<file path="config.mk">
export PLATFORM = sky130hd
export DESIGN_NAME = lbd3_div
export DESIGN_NICKNAME = d
export VERILOG_FILES = /design/src/rtl/core/labelled_block_downsample_3x3_assert.svh /design/src/rtl/core/lbd3_pkg.sv /design/src/rtl/core/lbd3_div.sv
export SDC_FILE = /design/constraint.sdc
export NUM_CORES = 1
export LEC_CHECK = 0
export BUFFER_PORTS_ARGS = -buffer_cell sky130_fd_sc_hd__buf_2
export CORE_MARGIN = 3
export CORE_UTILIZATION = 36
export DETAILED_ROUTE_END_ITERATION = 8
export GPL_TIMING_DRIVEN = 0
export PLACE_DENSITY = 0.56
export SLEW_MARGIN = 30
export SYNTH_ARGS = -nofsm -noshare
export SYNTH_HDL_FRONTEND = slang
export SYNTH_SLANG_ARGS = --single-unit
export TNS_END_PERCENT = 10
</file>
<file path="constraint.sdc">
create_clock -name clock -period 6.8 [get_ports clock]
set_input_delay 0.68 -clock clock [delete_from_list [all_inputs] [get_ports clock]]
set_output_delay 0.68 -clock clock [all_outputs]
set_load 0.005 [all_outputs]
</file>
<file path="src/rtl/core/labelled_block_downsample_3x3_assert.svh">
// Assertion macros used by the top-level RTL of the block downsampler.
`ifndef LABELLED_BLOCK_DOWNSAMPLE_3X3_ASSERT_SVH
`define LABELLED_BLOCK_DOWNSAMPLE_3X3_ASSERT_SVH

`ifndef SYNTHESIS
`define LBD3_ASSERT_SAME(lbl, clk, rst, ante, cons) \
   lbl: assert property (@(posedge clk) disable iff (rst) (ante) |-> (cons)) \
      else $error("same-cycle implication failed");
`define LBD3_ASSERT_NEXT(lbl, clk, rst, ante, cons) \
   lbl: assert property (@(posedge clk) disable iff (rst) (ante) |=> (cons)) \
      else $error("next-cycle implication failed");
`else
`define LBD3_ASSERT_SAME(lbl, clk, rst, ante, cons)
`define LBD3_ASSERT_NEXT(lbl, clk, rst, ante, cons)
`endif

`endif

</file>
<file path="src/rtl/core/lbd3_pkg.sv">
`default_nettype none

package lbd3_pkg;

   localparam int SUM_W     = 36;
   localparam int CNT_W     = 4;
   localparam int COORD_W   = 32;
   localparam int HEIGHT_W  = 32;
   localparam int GEOM_W    = 12;
   localparam int DIV_STEPS = SUM_W;

   localparam logic [1:0]        BLK_LAST_PHASE = 2'd2;
   localparam logic [1:0]        BLK_MID_PHASE  = 2'd1;
   localparam logic [CNT_W-1:0]  BLK_CELLS      = 4'd9;
   localparam logic [CNT_W-1:0]  THRESH_RESET   = 4'd5;
   localparam logic [GEOM_W-1:0] BLK_SIDE       = 12'd3;
   localparam logic [GEOM_W-1:0] ROWS_RESET     = 12'd4095;

   typedef enum logic [1:0] {
      CSR_COLS   = 2'd0,
      CSR_ROWS   = 2'd1,
      CSR_THRESH = 2'd2
   } csr_index_type;

   // One entry of the per-block-column accumulator memory.
   typedef struct packed {
      logic signed [SUM_W-1:0] bsum;
      logic signed [SUM_W-1:0] gsum;
      logic [CNT_W-1:0]        bcnt;
      logic [COORD_W-1:0]      cx;
      logic [COORD_W-1:0]      cy;
   } entry_type;

   typedef struct packed {
      logic                       first;
      logic                       centre;
      logic                       emit;
      logic                       last;
      logic                       building;
      logic signed [HEIGHT_W-1:0] height;
      logic [COORD_W-1:0]         xpos;
      logic [COORD_W-1:0]         ypos;
   } cmd_type;

   typedef struct packed {
      logic                    emit;
      logic                    isb;
      logic                    last;
      logic signed [SUM_W-1:0] dividend;
      logic [CNT_W-1:0]        divisor;
      logic [COORD_W-1:0]      xpos;
      logic [COORD_W-1:0]      ypos;
   } blk_type;

endpackage

`default_nettype wire

</file>
<file path="src/rtl/core/lbd3_div.sv">
`default_nettype none

module lbd3_div
   import lbd3_pkg::*;
(
   input  wire logic                    clock,
   input  wire logic                    reset,
   input  wire logic                    start,
   input  wire logic signed [SUM_W-1:0] dividend,
   input  wire logic [CNT_W-1:0]        divisor,
   output logic                         done,
   output logic [HEIGHT_W-1:0]          quotient
);

   localparam int STEP_W = $clog2(DIV_STEPS + 1);

   logic                busy_ff;
   logic                done_ff;
   logic [STEP_W-1:0]   step_ff;
   logic [SUM_W-1:0]    q_ff;
   logic [CNT_W-1:0]    rem_ff;
   logic [CNT_W-1:0]    dvs_ff;
   logic                neg_ff;
   logic [CNT_W:0]      trial;
   logic [CNT_W:0]      diff;
   logic                ge;
   logic [SUM_W-1:0]    mag;
   logic [SUM_W-1:0]    q_signed;

   assign mag   = dividend[SUM_W-1] ? (~dividend + 1'b1) : dividend;
   assign trial = {rem_ff, q_ff[SUM_W-1]};
   assign ge    = (trial >= {1'b0, dvs_ff});
   assign diff  = trial - {1'b0, dvs_ff};

   // Restoring division of the magnitude, one quotient bit per cycle.
   always_ff @(posedge clock) begin
      if (reset) begin
         busy_ff <= 1'b0;
         done_ff <= 1'b0;
         step_ff <= '0;
      end else begin
         done_ff <= 1'b0;
         if (start) begin
            busy_ff <= 1'b1;
            step_ff <= STEP_W'(DIV_STEPS);
         end else if (busy_ff) begin
            step_ff <= step_ff - 1'b1;
            if (step_ff == STEP_W'(1)) begin
               busy_ff <= 1'b0;
               done_ff <= 1'b1;
            end
         end
      end
   end

   always_ff @(posedge clock) begin
      if (start) begin
         q_ff   <= mag;
         rem_ff <= '0;
         dvs_ff <= divisor;
         neg_ff <= dividend[SUM_W-1];
      end else if (busy_ff) begin
         q_ff   <= {q_ff[SUM_W-2:0], ge};
         rem_ff <= ge ? diff[CNT_W-1:0] : trial[CNT_W-1:0];
      end
   end

   // Truncation toward zero: divide the magnitude, then restore the sign.
   assign q_signed = neg_ff ? (~q_ff + 1'b1) : q_ff;
   assign quotient = q_signed[HEIGHT_W-1:0];
   assign done     = done_ff;

endmodule

`default_nettype wire

</file>
==> results.yml <==
status:
  status: "finished, final reports clean"
clock_tree:
  numCtsBuffers: 5
  htreeDepth: 2
  hold_buffers: 0
  cts.clk_slew.worst_paths_ns: 0.11
  cts_tree: "done"
  cts_root_buffer: "clkbuf_8"
  cts_resized: 0
  clockBufferDepth: 2
  cts.sinks: 53
  cts_setup_buffers: 0
  clock_latency_ns: 0.31
power_and_ir_drop:
  p_comb_frac: 0.256
  p_leak_nw: 1.58
  power.switching_w: 0.000271
  clockPowerShare: 0.262
  swShare: 0.305
  p_int_w: 0.000618
  seqPwrFrac: 0.482
  vdd_drop_max_v: 0.0000854
  powerDensity_nw_per_um2: 204
floorplanning:
  core-area_um2: 9910
  rows: 36
  dieArea_um2: 11600
  start_util: 0.374
  io_pins: 76
  die_w_um: 107
  die_h_um: 107
routing:
  drtAntennaViolNets: 0
  wl_mm: 9.97
  drc_errors: 0
  vias_per_cell: 5.40
  vias: 3355
  routedWlPerCell_um: 16.0
  drtIter0Drc: 112
  drt_pass1_iterations: 4
sta:
  fin_crit_ns: 3.71
  slew_headroom: 0.414
  hold_ws_ns: 0.470
  finClkSkew_ns: 0.0163
  fin_crit_sh: 0.545
  finalSetupViolCount: 0
  finalMaxSlewViolations: 0
  rsz0062_at_grt: "no"
  worst_slack_ns: 3.09
  finalSetupTns_ns: 0
  final_hold_viol_count: 0
  max_freq_mhz: 270
  tightestPinTransition_ns: 0.879
place:
  finalWeightedCongestion: 0.832
  dpl_cell_area_um2: 4250
  dp_slack_ns: 3.41
  numPortBuffers: 74
  place.detailed.hpwl_mm: 7.60
final_layout:
  fin_area_um2: 4360
  antennaDiodeCount: 0
  drive_above_1_share: 0.193
  area_growth_pct: 17.7
  fin_nets: 539
  ff_latch_area_um2: 1470
  multi_input_area_um2: 2090
  nFillCells: 1020
yosys:
  avgSynthCellArea_um2: 9.13
  synth-seq-cells: 53
  synth-seq-area-share: 0.397
  async_flop_share: 0
  synth_cell_types: 42
  syn-cell-area_um2: 3710
  ys.flop_type: "edfxtp_1"
  synth-edff-count: 41
  postSynthCellCount: 406
  yosysWarningCount: 0
  syn_nets: 458
run:
  cap_violations: 0
critical_path:
  crit_path_end_kind: "output port"
  worstPathRequired_ns: 6.12
  critPathKind: "reg -> out"
  critPathMaxFanout: 7
  critPathLaunchType: "flop"
  worstPathArrival_ns: 3.03
global_routing:
  grt_max_degree: 38
  antenna_found_initial: 0
  grtUsageTotal: 0.172
  grt-ovfl-total: 0
  grt_pass1_wl_mm: 15.8
  grt_pass1_vias: 3187
hold_path:
  hp-class: "reg -> reg"
## metrics by stage
step | total power (W) | util | cells
6_report | 0.000889 | 0.440 | 621
5_1_grt | 0.000937 | 0.440 | 621
3_5_place_dp | 0.000666 | 0.428 | 613
3_3_place_gp | 0.000662 | 0.428 | 613
2_1_floorplan | 0.000569 | - | 406
4_1_cts | 0.000898 | 0.440 | 621
## worst max-delay path: stages (launching register included)
cell and delay [ns]:
edfxtp_1 0.46, or4_4 0.56, or4_4 0.50, or4_4 0.56, buf_6 0.16, o41ai_4 0.21
xnor2_1 0.14, buf_2 0.13
## synthesized netlist by cell type (10+ instances only)
master     n  share of area
nand2_1   20          0.020
nor2_1    51          0.052
o41ai_1   13          0.031
inv_1     15          0.015
o31ai_1   20          0.040
nor4_1    11          0.019
xor2_1    32          0.076
nor3_1    10          0.013
dfxtp_1   12          0.065
clkbuf_1  16          0.016
o21ai_0   24          0.032
a21oi_1   36          0.049
xnor2_1   37          0.087
edfxtp_1  41           0.33
## final cells by class
class / instances / area share
clock buffer: 6 / 0.0189
multi-input combinational: 317 / 0.479
buffer: 21 / 0.0206
sequential: 53 / 0.337
inverter: 15 / 0.0129
timing repair buffer: 74 / 0.0849
tap: 133 / 0.0381
clock inverter: 2 / 0.00831
## routing by layer
layer / global-route usage / part of all wire
met1: 0.229 / 0.45
met2: 0.293 / 0.49
met3: 0.0282 / 0.052
met4: 0.0352 / 0.0083
met5: 0 / 0
## cell usage in the layout (no fill, tap or decap), types with 3 or more instances in the layout
master	netlist	layout
o21ai_0	24	24
nor2b_1	3	3
nand2_1	20	20
buf_2	0	74
edfxtp_1	41	41
xnor2_1	37	37
o31ai_1	20	20
clkbuf_1	16	16
or3_1	5	5
o41ai_1	13	13
xor2_1	32	32
nor4_1	11	11
or4_1	5	5
nand4_1	4	4
dfxtp_1	12	12
nand2b_1	4	4
or2_2	3	3
buf_1	3	3
nand3_1	7	7
nor3_1	10	10
nor2_1	51	51
ha_1	8	8
a21oi_1	36	36
clkbuf_8	0	6
inv_1	15	15
or4_4	3	3
## worst paths after layout
kind | slack, ns | startpoint | depth (start not counted) | end
max | 3.09 | q_ff[13]$_DFFE_PP_ | 7 | quotient[24]
min | 0.47 | rem_ff[3]$_SDFFE_PP0P_ | 2 | rem_ff[3]$_SDFFE_PP0P_
max reg2reg | 4.87 | dvs_ff[1]$_DFFE_PP_ | 7 | rem_ff[1]$_SDFFE_PP0P_
min reg2reg | 0.47 | rem_ff[3]$_SDFFE_PP0P_ | 2 | rem_ff[3]$_SDFFE_PP0P_
## power by group through the flow
stage          sequential (W)  clock (W)  combinational (W)
5_1_grt              0.000434   0.000246           0.000257
2_1_floorplan        0.000424          0           0.000145
4_1_cts              0.000429   0.000238           0.000231
6_report             0.000429   0.000233           0.000227
3_3_place_gp         0.000435          0           0.000227
3_5_place_dp         0.000436          0           0.000229
## sequential cells by signal, summed over array words and instances, names as in the netlist
register / flops
done: 1
busy_ff: 1
dvs_ff: 4
rem_ff: 4
q_ff: 36
neg_ff: 1
step_ff: 6
## logic make-up (layout without fill, tap and decap cells)
group                    count (synthesis)  count (layout)  synth area share
buffers and inverters                   36             118            0.0395
XOR/XNOR                                69              69             0.163
AO/OA/AOI/OAI                          105             105             0.186
AND/OR/NAND/NOR                        133             133             0.180
flip-flops                              53              53             0.397
multiplexers                             1               1           0.00270
adder cells (fa/ha/maj)                  9               9            0.0324
(Power assumes the default switching activity.)
